[src/hdl/tcw_pkg.sv]
package tcw_pkg;

   localparam int COLUMNS = 80;
   localparam int ROWS    = 25;
   localparam int CELLS   = ROWS * COLUMNS;
   localparam int CELL_W  = $clog2(CELLS);
   localparam int COL_W   = $clog2(COLUMNS);
   localparam int POS_W   = 11;

   localparam logic [15:0] BLANK_CELL = 16'h0020;

   typedef enum logic [1:0] {
      REQ_PUT     = 2'd0,
      REQ_NEWLINE = 2'd1,
      REQ_CLEAR   = 2'd2,
      REQ_READ    = 2'd3
   } req_kind_type;

   typedef struct packed {
      req_kind_type req_type;
      logic [7:0]   character;
      logic [3:0]   foreground;
      logic [3:0]   background;
      logic [10:0]  cell_index;
   } req_item_type;

   typedef struct packed {
      logic [7:0]       cell_char;
      logic [7:0]       cell_attr;
      logic [POS_W-1:0] cursor_pos;
      logic             scrolled;
   } rsp_item_type;

   typedef enum logic [3:0] {
      ST_INIT,
      ST_IDLE,
      ST_PUT,
      ST_NEWLINE,
      ST_CLEAR,
      ST_READ,
      ST_READ_DATA,
      ST_COPY,
      ST_DRAIN,
      ST_BLANK_ROW,
      ST_DONE
   } state_type;

   // Source of the memory write issued by the controller
   typedef enum logic [1:0] {
      WR_NONE,
      WR_CHAR,
      WR_BLANK_CURSOR,
      WR_BLANK_SWEEP
   } wr_sel_type;

   typedef enum logic [1:0] {
      CUR_HOLD,
      CUR_INC,
      CUR_ZERO,
      CUR_LAST_ROW
   } cur_op_type;

   typedef struct packed {
      logic       load;
      logic       sweep_clr;
      logic       sweep_inc;
      logic       copy_rd;
      logic       rd_capture;
      logic       scr_set;
      logic       rsp_load;
      wr_sel_type wr_sel;
      cur_op_type cur_op;
   } tcw_cmd_type;

   typedef struct packed {
      logic sweep_last;
      logic copy_last;
      logic cur_wrap;
      logic col_last;
   } tcw_stat_type;

endpackage

[src/hdl/tcw_ctrl.sv]
module tcw_ctrl
   import tcw_pkg::*;
(
   input  logic         clock,
   input  logic         reset,
   input  logic         req_valid,
   input  req_kind_type req_kind,
   output logic         req_ready,
   output logic         rsp_valid,
   input  logic         rsp_ready,
   input  tcw_stat_type stat,
   output tcw_cmd_type  cmd
);

   state_type state_ff, state_in;
   logic      rsp_valid_ff, rsp_valid_in;
   logic      accept;
   logic      slot_free;

   assign req_ready = state_ff == ST_IDLE;
   assign accept    = req_valid && req_ready;
   assign slot_free = !rsp_valid_ff || rsp_ready;

   always_comb begin
      state_in = state_ff;
      unique case (state_ff)
         ST_INIT: begin
            if (stat.sweep_last) state_in = ST_IDLE;
         end
         ST_IDLE: begin
            if (accept) begin
               unique case (req_kind)
                  REQ_PUT:     state_in = ST_PUT;
                  REQ_NEWLINE: state_in = ST_NEWLINE;
                  REQ_CLEAR:   state_in = ST_CLEAR;
                  REQ_READ:    state_in = ST_READ;
               endcase
            end
         end
         ST_PUT: begin
            state_in = stat.cur_wrap ? ST_COPY : ST_DONE;
         end
         ST_NEWLINE: begin
            if (stat.cur_wrap) begin
               state_in = ST_COPY;
            end else if (stat.col_last) begin
               state_in = ST_DONE;
            end
         end
         ST_CLEAR: begin
            if (stat.sweep_last) state_in = ST_DONE;
         end
         ST_READ:      state_in = ST_READ_DATA;
         ST_READ_DATA: state_in = ST_DONE;
         ST_COPY: begin
            if (stat.copy_last) state_in = ST_DRAIN;
         end
         ST_DRAIN:     state_in = ST_BLANK_ROW;
         ST_BLANK_ROW: begin
            if (stat.sweep_last) state_in = ST_DONE;
         end
         ST_DONE: begin
            if (slot_free) state_in = ST_IDLE;
         end
         default:      state_in = ST_INIT;
      endcase
   end

   always_comb begin
      cmd = '{load: 1'b0, sweep_clr: 1'b0, sweep_inc: 1'b0, copy_rd: 1'b0,
              rd_capture: 1'b0, scr_set: 1'b0, rsp_load: 1'b0,
              wr_sel: WR_NONE, cur_op: CUR_HOLD};
      unique case (state_ff)
         ST_INIT: begin
            cmd.wr_sel    = WR_BLANK_SWEEP;
            cmd.sweep_inc = 1'b1;
         end
         ST_IDLE: begin
            cmd.load      = accept;
            cmd.sweep_clr = 1'b1;
         end
         ST_PUT: begin
            cmd.wr_sel = WR_CHAR;
            if (stat.cur_wrap) cmd.scr_set = 1'b1;
            else               cmd.cur_op  = CUR_INC;
         end
         ST_NEWLINE: begin
            cmd.wr_sel = WR_BLANK_CURSOR;
            if (stat.cur_wrap) cmd.scr_set = 1'b1;
            else               cmd.cur_op  = CUR_INC;
         end
         ST_CLEAR: begin
            cmd.wr_sel    = WR_BLANK_SWEEP;
            cmd.sweep_inc = 1'b1;
            if (stat.sweep_last) cmd.cur_op = CUR_ZERO;
         end
         ST_READ: begin
         end
         ST_READ_DATA: begin
            cmd.rd_capture = 1'b1;
         end
         ST_COPY: begin
            cmd.copy_rd   = 1'b1;
            cmd.sweep_inc = 1'b1;
         end
         ST_DRAIN: begin
         end
         ST_BLANK_ROW: begin
            cmd.wr_sel    = WR_BLANK_SWEEP;
            cmd.sweep_inc = 1'b1;
            if (stat.sweep_last) cmd.cur_op = CUR_LAST_ROW;
         end
         ST_DONE: begin
            cmd.rsp_load = slot_free;
         end
         default: begin
         end
      endcase
   end

   always_comb begin
      if (cmd.rsp_load) begin
         rsp_valid_in = 1'b1;
      end else if (rsp_ready) begin
         rsp_valid_in = 1'b0;
      end else begin
         rsp_valid_in = rsp_valid_ff;
      end
   end

   always_ff @(posedge clock) begin
      if (reset) begin
         state_ff     <= ST_INIT;
         rsp_valid_ff <= 1'b0;
      end else begin
         state_ff     <= state_in;
         rsp_valid_ff <= rsp_valid_in;
      end
   end

   assign rsp_valid = rsp_valid_ff;

endmodule

[config.mk]
export PLATFORM = sky130hd
export DESIGN_NAME = tcw_ctrl
export DESIGN_NICKNAME = d
export VERILOG_FILES = /design/src/hdl/tcw_pkg.sv /design/src/hdl/tcw_ctrl.sv
export SDC_FILE = /design/constraint.sdc
export NUM_CORES = 1
export LEC_CHECK = 0
export BUFFER_PORTS_ARGS = -buffer_cell sky130_fd_sc_hd__buf_4
export CAP_MARGIN = 20
export CORE_AREA = 2 2 39 41
export DETAILED_ROUTE_END_ITERATION = 8
export DIE_AREA = 0 0 41 43
export PLACE_DENSITY = 0.72
export SYNTH_ARGS = -nofsm -noshare
export SYNTH_HDL_FRONTEND = slang
export SYNTH_SLANG_ARGS = --single-unit
[constraint.sdc]
create_clock -name clock -period 3.52 [get_ports clock]
set_clock_uncertainty 0.1 [all_clocks]
set_input_delay 0.528 -clock clock [delete_from_list [all_inputs] [get_ports clock]]
set_output_delay 0.528 -clock clock [all_outputs]
set_load 0.02 [all_outputs]
== Yosys cells after proc, flatten, opt, wreduce, memory -nomap -nowiden ==
Index checks and enable logic that the tools add are counted.

* Add/subtract/negate cells: 0
* Multipliers: 0
* Divide/modulo/power cells: 0
* Order comparisons: 0
* Equal/unequal tests: 19
* Shifts and indexed selects: 0
* Multiplexer cells: 24
* Bitwise logic cells: 0
* Reduce and logical (&&, ||, !) cells: 11

{| class="wikitable"
|+ Operators with widths
! operator !! count
|-
| $pmux W4 S10 || 1
|-
| $mux W4 || 8
|-
| $eq A4 B3 Y1 const B || 4
|-
| $pmux W4 S4 || 1
|-
| $eq A4 B4 Y1 const B || 3
|-
| $pmux W2 S3 || 2
|-
| $mux W1 || 9
|-
| $eq A4 B2 Y1 const B || 2
|-
| $mux W2 || 3
|-
| $ne A2 B2 Y1 const B || 3
|-
| $reduce_and A6 Y1 || 1
|-
| $eq A2 B2 Y1 const B || 2
|-
| $eq A4 B1 Y1 const B || 1
|-
| $logic_not A4 Y1 || 1
|-
| $ne A2 B1 Y1 const B || 2
|-
| $reduce_or A2 Y1 || 2
|-
| $reduce_or A4 Y1 || 1
|-
| $ne A3 B3 Y1 const B || 1
|-
| $reduce_or A3 Y1 || 1
|-
| $eq A2 B1 Y1 const B || 1
|-
| $logic_not A2 Y1 || 1
|-
| $reduce_bool A2 Y1 || 1
|-
| $logic_and A1 B1 Y1 || 1
|-
| $logic_not A1 Y1 || 1
|-
| $logic_or A1 B1 Y1 || 1
|}

* Register bits after elaboration: 5
* Latch bits: 0
* Bits in writable memories: 0
* Bits in read-only memories: 0
* Input port bits: 10
* Output and inout port bits: 13
* Logic and storage cells: 56
* Memories kept: 0

== Logic depth before layout (Yosys ltp) ==
Gate-level depths: netlist of the first run.

* Depth in word-level cells: 4
* Gate-level depth with buffers: 6
* Depth with buffers taken out: 4

== Worst setup path after synthesis of the first run ==
Ideal clock, no wire load.

* Path kind: register to output
* From: register state_ff[3]
* To: output port cmd[10] (netlist name)
* Data arrival time: 1463 ps
* Required time: 2892 ps
* Slack: 1429 ps
* Stages on the path, launching flop included: 4
* Path buffers: 1
* Cell sequence: dfxtp_1 -> clkbuf_1 -> nor3_1 -> and2_1

{| class="wikitable"
|+ RTL lines
! item !! line !! text
|-
| from (decl) || tcw_ctrl.sv:15 || <nowiki>state_type state_ff, state_in;</nowiki>
|-
| from (signal assigned) || tcw_ctrl.sv:136 || <nowiki>state_ff <= state_in;</nowiki>
|-
| to (decl) || tcw_ctrl.sv:12 || <nowiki>output tcw_cmd_type cmd</nowiki>
|}

==> results of run 1 <==
## cell type report
| type | count | share of cell area (%) |
|---|---|---|
| flip-flops and latches | 5 | 14.7 |
| inverters | 3 | 1.65 |
| repair buffers | 22 | 24.3 |
| clock buffers | 4 | 3.86 |
| multi-input cells | 57 | 52.6 |
| well taps | 16 | 2.94 |
## state kept, by name, summed over array words and instances, names as in the netlist
signal	count
rsp_valid	1
state_ff	4
## critical path, delay by kind of cell, from the launching register on
kind	cells	cell delay, ps
buf+inv	1	180
simple gates	1	260
compound gates	2	400
flops	1	630
## power by group through the flow
stage	registers (mW)	logic, mW	clock network (mW)
2_1_floorplan	0.0938	0.320	0
3_3_place_gp	0.141	0.377	0
3_5_place_dp	0.143	0.381	0
4_1_cts	0.141	0.382	0.0664
5_1_grt	0.150	0.415	0.0688
6_report	0.144	0.380	0.0655
## Yosys cell counts
cell type	number
nor2_1	12
o21ai_0	7
nand2b_1	6
dfxtp_1	5
a21oi_1	3
buf_4	3
clkbuf_1	3
inv_1	3
nor3_1	3
and3b_1	2
nand2_1	2
nor2b_1	2
a211oi_1	1
a21o_1	1
a2bb2oi_1	1
a311oi_1	1
a31o_1	1
a31oi_1	1
a41oi_1	1
and2_1	1
and3_4	1
buf_1	1
buf_6	1
mux2_2	1
mux2_4	1
mux2i_1	1
nand3_1	1
nand4bb_1	1
o211a_1	1
o211ai_1	1
o21ai_1	1
o31ai_1	1
o32a_1	1
or2_2	1
## logic make-up after synthesis
group | synth area share, %
AOI/OAI and AO/OA | 28.3
DFF | 19.3
and+or+nand+nor | 33.8
muxes | 7.00
buffers and inverters | 11.6
## final timing paths
path	endpoint	slack (ps)	cells after the start
max	cmd[8]	1190	4
min	state_ff[3]$_SDFFE_PP0P_	420	2
max reg2reg	state_ff[2]$_SDFFE_PP0P_	1540	4
min reg2reg	rsp_valid$_SDFFE_PP0P_	460	2
## routing by layer
layer	part of all wire [%]	GRT usage, %	vias to the layer above
li1	-	-	295
met1	41	17.1	279
met2	52	27.5	23
met3	6.0	2.62	2
met4	0.74	6.67	0
met5	0	0	-
## through the flow
step / std cells / hold slack [ps] / worst slack [ps] / instance area [µm²] / power [mW]
4_1_cts: 107 / 418 / 1200 / 681 / 0.590
2_1_floorplan: 73 / 486 / 1430 / 518 / 0.414
3_3_place_gp: 103 / 429 / 1470 / 654 / 0.518
5_1_grt: 107 / 428 / 1070 / 681 / 0.634
3_5_place_dp: 103 / 457 / 1460 / 654 / 0.524
6_report: 107 / 420 / 1190 / 681 / 0.589
==> flow_summary.yaml, run 1 <==
clocking:
  cts.clk_slew.worst_paths_ps: 40
  post_cts_buffers: 0
  cts-root-buf: "clkbuf_4"
  cts_buffer_depth: 2
  cts_resized: 0
  cts.sinks: 5
  cts_tree: "done"
  h-tree-depth: 1
  cts_hold_buf: 0
  insertion_delay_ps: 240
  cts_buffers: 3
power_and_ir_drop:
  p_sw_share_pct: 49.5
  p_int_uw: 297
  power.density_nw_per_um2: 866
  vdd_drop_max_uv: 278
  p_switching_uw: 292
  comb_power_share_pct: 64.4
  p_clk_share_pct: 11.1
  p_leak_nw: 0.308
  seq_power_share_pct: 24.5
floorplanning:
  die_h_um: 43
  die-area_um2: 1760
  pin_count: 23
  start_util_pct: 37.4
  core_um2: 1380
  die-width_um: 41
  rows: 14
final_layout:
  mostFrequentLayoutCells: "buf_4, nor2_1, o21ai_0, nand2b_1, dfxtp_1"
  nFillCells: 145
  final_nets: 102
  mostFrequentLayoutCell: "buf_4"
  post-route-util_pct: 49.2
  diodes: 0
  drive_gt1_share_pct: 31.9
  seq_area_um2: 100
  syn_to_final_growth_pct: 31.4
  multi_input_area_um2: 358
yosys:
  synth_area_leaders: "dfxtp_1, nor2_1, nand2b_1"
  yosysSeqAreaShare_pct: 19.3
  syn_area_um2: 518
  postSynthAreaPerCell_um2: 7.10
  yosysTopAreaCell: "dfxtp_1"
  synth_top_area_share_pct: 19.3
  synth_nets: 83
  synth_cell_types: 34
  ys_seq_elements: 5
  yosysWarnings: 0
  syn_inst: 73
global_route:
  grt_pass1_wl_um: 1910
  grtUsageTotal_pct: 15.7
  grt_max_degree: 18
  antenna_found_initial: 0
  grt_pass1_vias: 475
  overflow: 0
timing:
  max_freq_mhz: 428
  setup_viol: 0
  tightest_slew_ps: 513
  min_period_ps: 2330
  hold_viol_final: 0
  period_share_pct: 66.3
  drv_slew: 0
  slew_headroom_pct: 65.8
  rsz0062_at_grt: "no"
  fin_tns_setup_ps: 0
route:
  drt_pass1_iterations: 4
  num_vias: 599
  wirelength_um: 1350
  wl_per_cell_um: 12.6
  drc: 0
  via_per_inst: 5.60
  drt_iter0_drc: 14
  ant_nets: 0
worst_hold_path:
  worstHoldStart: "reset"
  min_path_type: "in -> reg"
setup_path:
  worstSetupPathType: "reg -> out"
  cp-startpoint: "state_ff[2]$_SDFFE_PP0P_"
  cp-start-kind: "flip-flop"
  crit_path_top_delay_cell: "dfxtp_1"
  crit_path_cell_trace: "and3b_1, o21ai_0, o21ai_0, buf_4"
  required_ps: 2890
  arrival_ps: 1710
  end_kind: "primary output"
  r2r_start: "state_ff[3]$_SDFFE_PP0P_"
  crit_path_frequent_cell: "o21ai_0"
  critPathMaxStageDelay_ps: 630
  cp_max_fo: 16
job:
  drv_cap: 0
placement:
  port_buffers: 22
  globalplace.congestion: 0.808
  place_hpwl_um: 997
outcome:
  status: "complete, no violations"
(Power assumes the default switching activity.)
==> run 2, diff against run 1 <==
--- a/config.mk
+++ b/config.mk
@@ -5,12 +5,13 @@
 export SDC_FILE = /design/constraint.sdc
 export NUM_CORES = 1
 export LEC_CHECK = 0
+export ABC_AREA = 1
 export BUFFER_PORTS_ARGS = -buffer_cell sky130_fd_sc_hd__buf_4
 export CAP_MARGIN = 20
 export CORE_AREA = 2 2 39 41
 export DETAILED_ROUTE_END_ITERATION = 8
 export DIE_AREA = 0 0 41 43
-export PLACE_DENSITY = 0.72
+export PLACE_DENSITY = 0.7
 export SYNTH_ARGS = -nofsm -noshare
 export SYNTH_HDL_FRONTEND = slang
 export SYNTH_SLANG_ARGS = --single-unit
==> constraint.sdc (replaced) <==
create_clock -name clock -period 2.4 [get_ports clock]
set_clock_uncertainty 0.1 [all_clocks]
set_input_delay 0.36 -clock clock [delete_from_list [all_inputs] [get_ports clock]]
set_output_delay 0.36 -clock clock [all_outputs]
set_load 0.02 [all_outputs]
==> run 2 against run 1 <==
Total power rose by 43%; combinational power grew 58%; global-route usage grew 2.0 points; sequential power is essentially flat; final area up 1.5%; flip-flop and latch count did not move; die area did not move; hold slack worse by 210 ps; final cell count is 21% higher.
==> flow_summary.yaml, run 2 <==
route:
  ant_nets: 0
  wirelength_um: 1300
  drt_pass1_iterations: 4
  wl_per_cell_um: 10.1
  via_per_inst: 4.81
  num_vias: 621
  drt_iter0_drc: 15
  drc: 0
clocking:
  cts.sinks: 5
  cts.clk_slew.worst_paths_ps: 40
  cts_resized: 0
  cts_buffers: 3
  cts_hold_buf: 0
  insertion_delay_ps: 240
  h-tree-depth: 1
  cts_tree: "done"
  cts-root-buf: "clkbuf_4"
  post_cts_buffers: 0
  cts_buffer_depth: 2
yosys:
  async_reset_ff_share_pct: 0
  syn_inst: 89
  synth_cell_types: 17
  ys_seq_elements: 5
  synth_area_leaders: "dfxtp_1, nand2_1, nand3_1"
  yosysSeqAreaShare_pct: 20.3
  yosysTopAreaCell: "dfxtp_1"
  synth_edf_count: 0
  syn_area_um2: 494
  synth_nets: 99
  postSynthAreaPerCell_um2: 5.55
  ys.flop_type: "dfxtp_1"
  yosys-top-cells-count: "nand2_1, nor2_1, inv_1, nand3_1, nor2_2"
  yosysWarnings: 0
  synth_most_common_cell: "nand2_1"
  synth_top_area_share_pct: 20.3
setup_path:
  r2r-end: "state_ff[3]$_SDFFE_PP0P_"
  r2r_start: "state_ff[3]$_SDFFE_PP0P_"
  end_kind: "primary output"
  r2r_setup_slack_ps: 960
  required_ps: 1940
  cp-startpoint: "state_ff[0]$_SDFFE_PP0P_"
  worstSetupPathType: "reg -> out"
  cp_max_fo: 7
  arrival_ps: 1480
  r2r_cells: 7
  cp-start-kind: "flip-flop"
  endpoint: "cmd[3]"
final_layout:
  syn_to_final_growth_pct: 39.7
  largest_reg_flops: 4
  final_nets: 124
  drive_gt1_share_pct: 34.5
  diodes: 0
  mostFrequentLayoutCell: "nand2_1"
  mostFrequentLayoutCells: "nand2_1, buf_4, nor2_1, inv_1, nand3_1"
  regMostFlops: "state_ff"
timing:
  slew_headroom_pct: 77.8
  timing.hold.ws_ps: 210
  min_period_ps: 1940
  fin_tns_setup_ps: 0
  tightest_slew_ps: 333
  rsz0062_at_grt: "no"
  max_freq_mhz: 516
  worst_slack_ps: 461
  period_share_pct: 80.8
  setup_viol: 0
  drv_slew: 0
  hold_viol_final: 0
floorplanning:
  die_h_um: 43
  pin_count: 23
  rows: 14
  start_util_pct: 35.7
  die-width_um: 41
  core_um2: 1380
  die-area_um2: 1760
power_and_ir_drop:
  fin_total_pwr_uw: 841
  p_leak_nw: 0.397
  power.density_nw_per_um2: 1220
  vdd_drop_max_uv: 574
job:
  drv_cap: 0
global_route:
  overflow: 0
  antenna_found_initial: 0
  grt_pass1_vias: 527
  grtUsageTotal_pct: 17.7
  grt_max_degree: 9
  grt_pass1_wl_um: 2120
worst_hold_path:
  min_path_type: "in -> reg"
  hold_path_depth: 2
placement:
  port_buffers: 22
  place_hpwl_um: 1110
  globalplace.congestion: 0.849
  preCtsSetupSlack_ps: 717
outcome:
  status: "complete, no violations"
run 2: layout make-up:
class,instances,area [µm²]
Clock buffer,4,26.3
Fill cell,161,693
Inverter,14,52.6
Multi-Input combinational cell,68,327
Sequential cell,5,100
Tap cell,16,20.0
Timing Repair Buffer,22,165
run 2: per-layer routing:
metal / GRT usage, % / vias up / part of all wire (%)
li1: - / 327 / -
met1: 22.3 / 267 / 44
met2: 26.9 / 27 / 49
met3: 1.57 / 0 / 6.7
met4: 12.0 / 0 / 0
met5: 0 / - / 0
run 2: cell families after synthesis:
group	Yosys count	synth area share (%)
flops	5	20.3
simple gates	61	58.0
compound gates	7	8.10
buf+inv	16	13.7
run 2: where the power goes:
part / internal [mW] / leakage, nW / switching [mW]
clock network: 0.0629 / 0.0150 / 0.0346
logic: 0.227 / 0.342 / 0.375
registers: 0.106 / 0.0408 / 0.0361
run 2: how the worst min path moves through the flow:
stage                                   from  slack, ps                       end
floorplan                              reset        320  state_ff[1]$_SDFFE_PP0P_
global route                           reset        210  state_ff[1]$_SDFFE_PP0P_
finish                                 reset        210  state_ff[1]$_SDFFE_PP0P_
CTS                                    reset        200  state_ff[1]$_SDFFE_PP0P_
global placement    state_ff[2]$_SDFFE_PP0P_        410  state_ff[2]$_SDFFE_PP0P_
detailed placement  state_ff[2]$_SDFFE_PP0P_        410  state_ff[2]$_SDFFE_PP0P_
run 2: metrics by stage:
step                      instances  util, %  area (µm²)
after floorplan                  89        -         494
after global placement          125     48.0         664
after detailed placement        125     48.0         664
after CTS                       129     49.9         691
after global routing            129     49.9         691
final                           129     49.9         691
run 2: critical path, cell delays in order, from the launching register on:
cell,delay [ps]
dfxtp_1,450
inv_1,80
nor2_2,190
nand2_2,110
nand3_2,100
inv_1,60
o21ai_0,80
buf_4,170
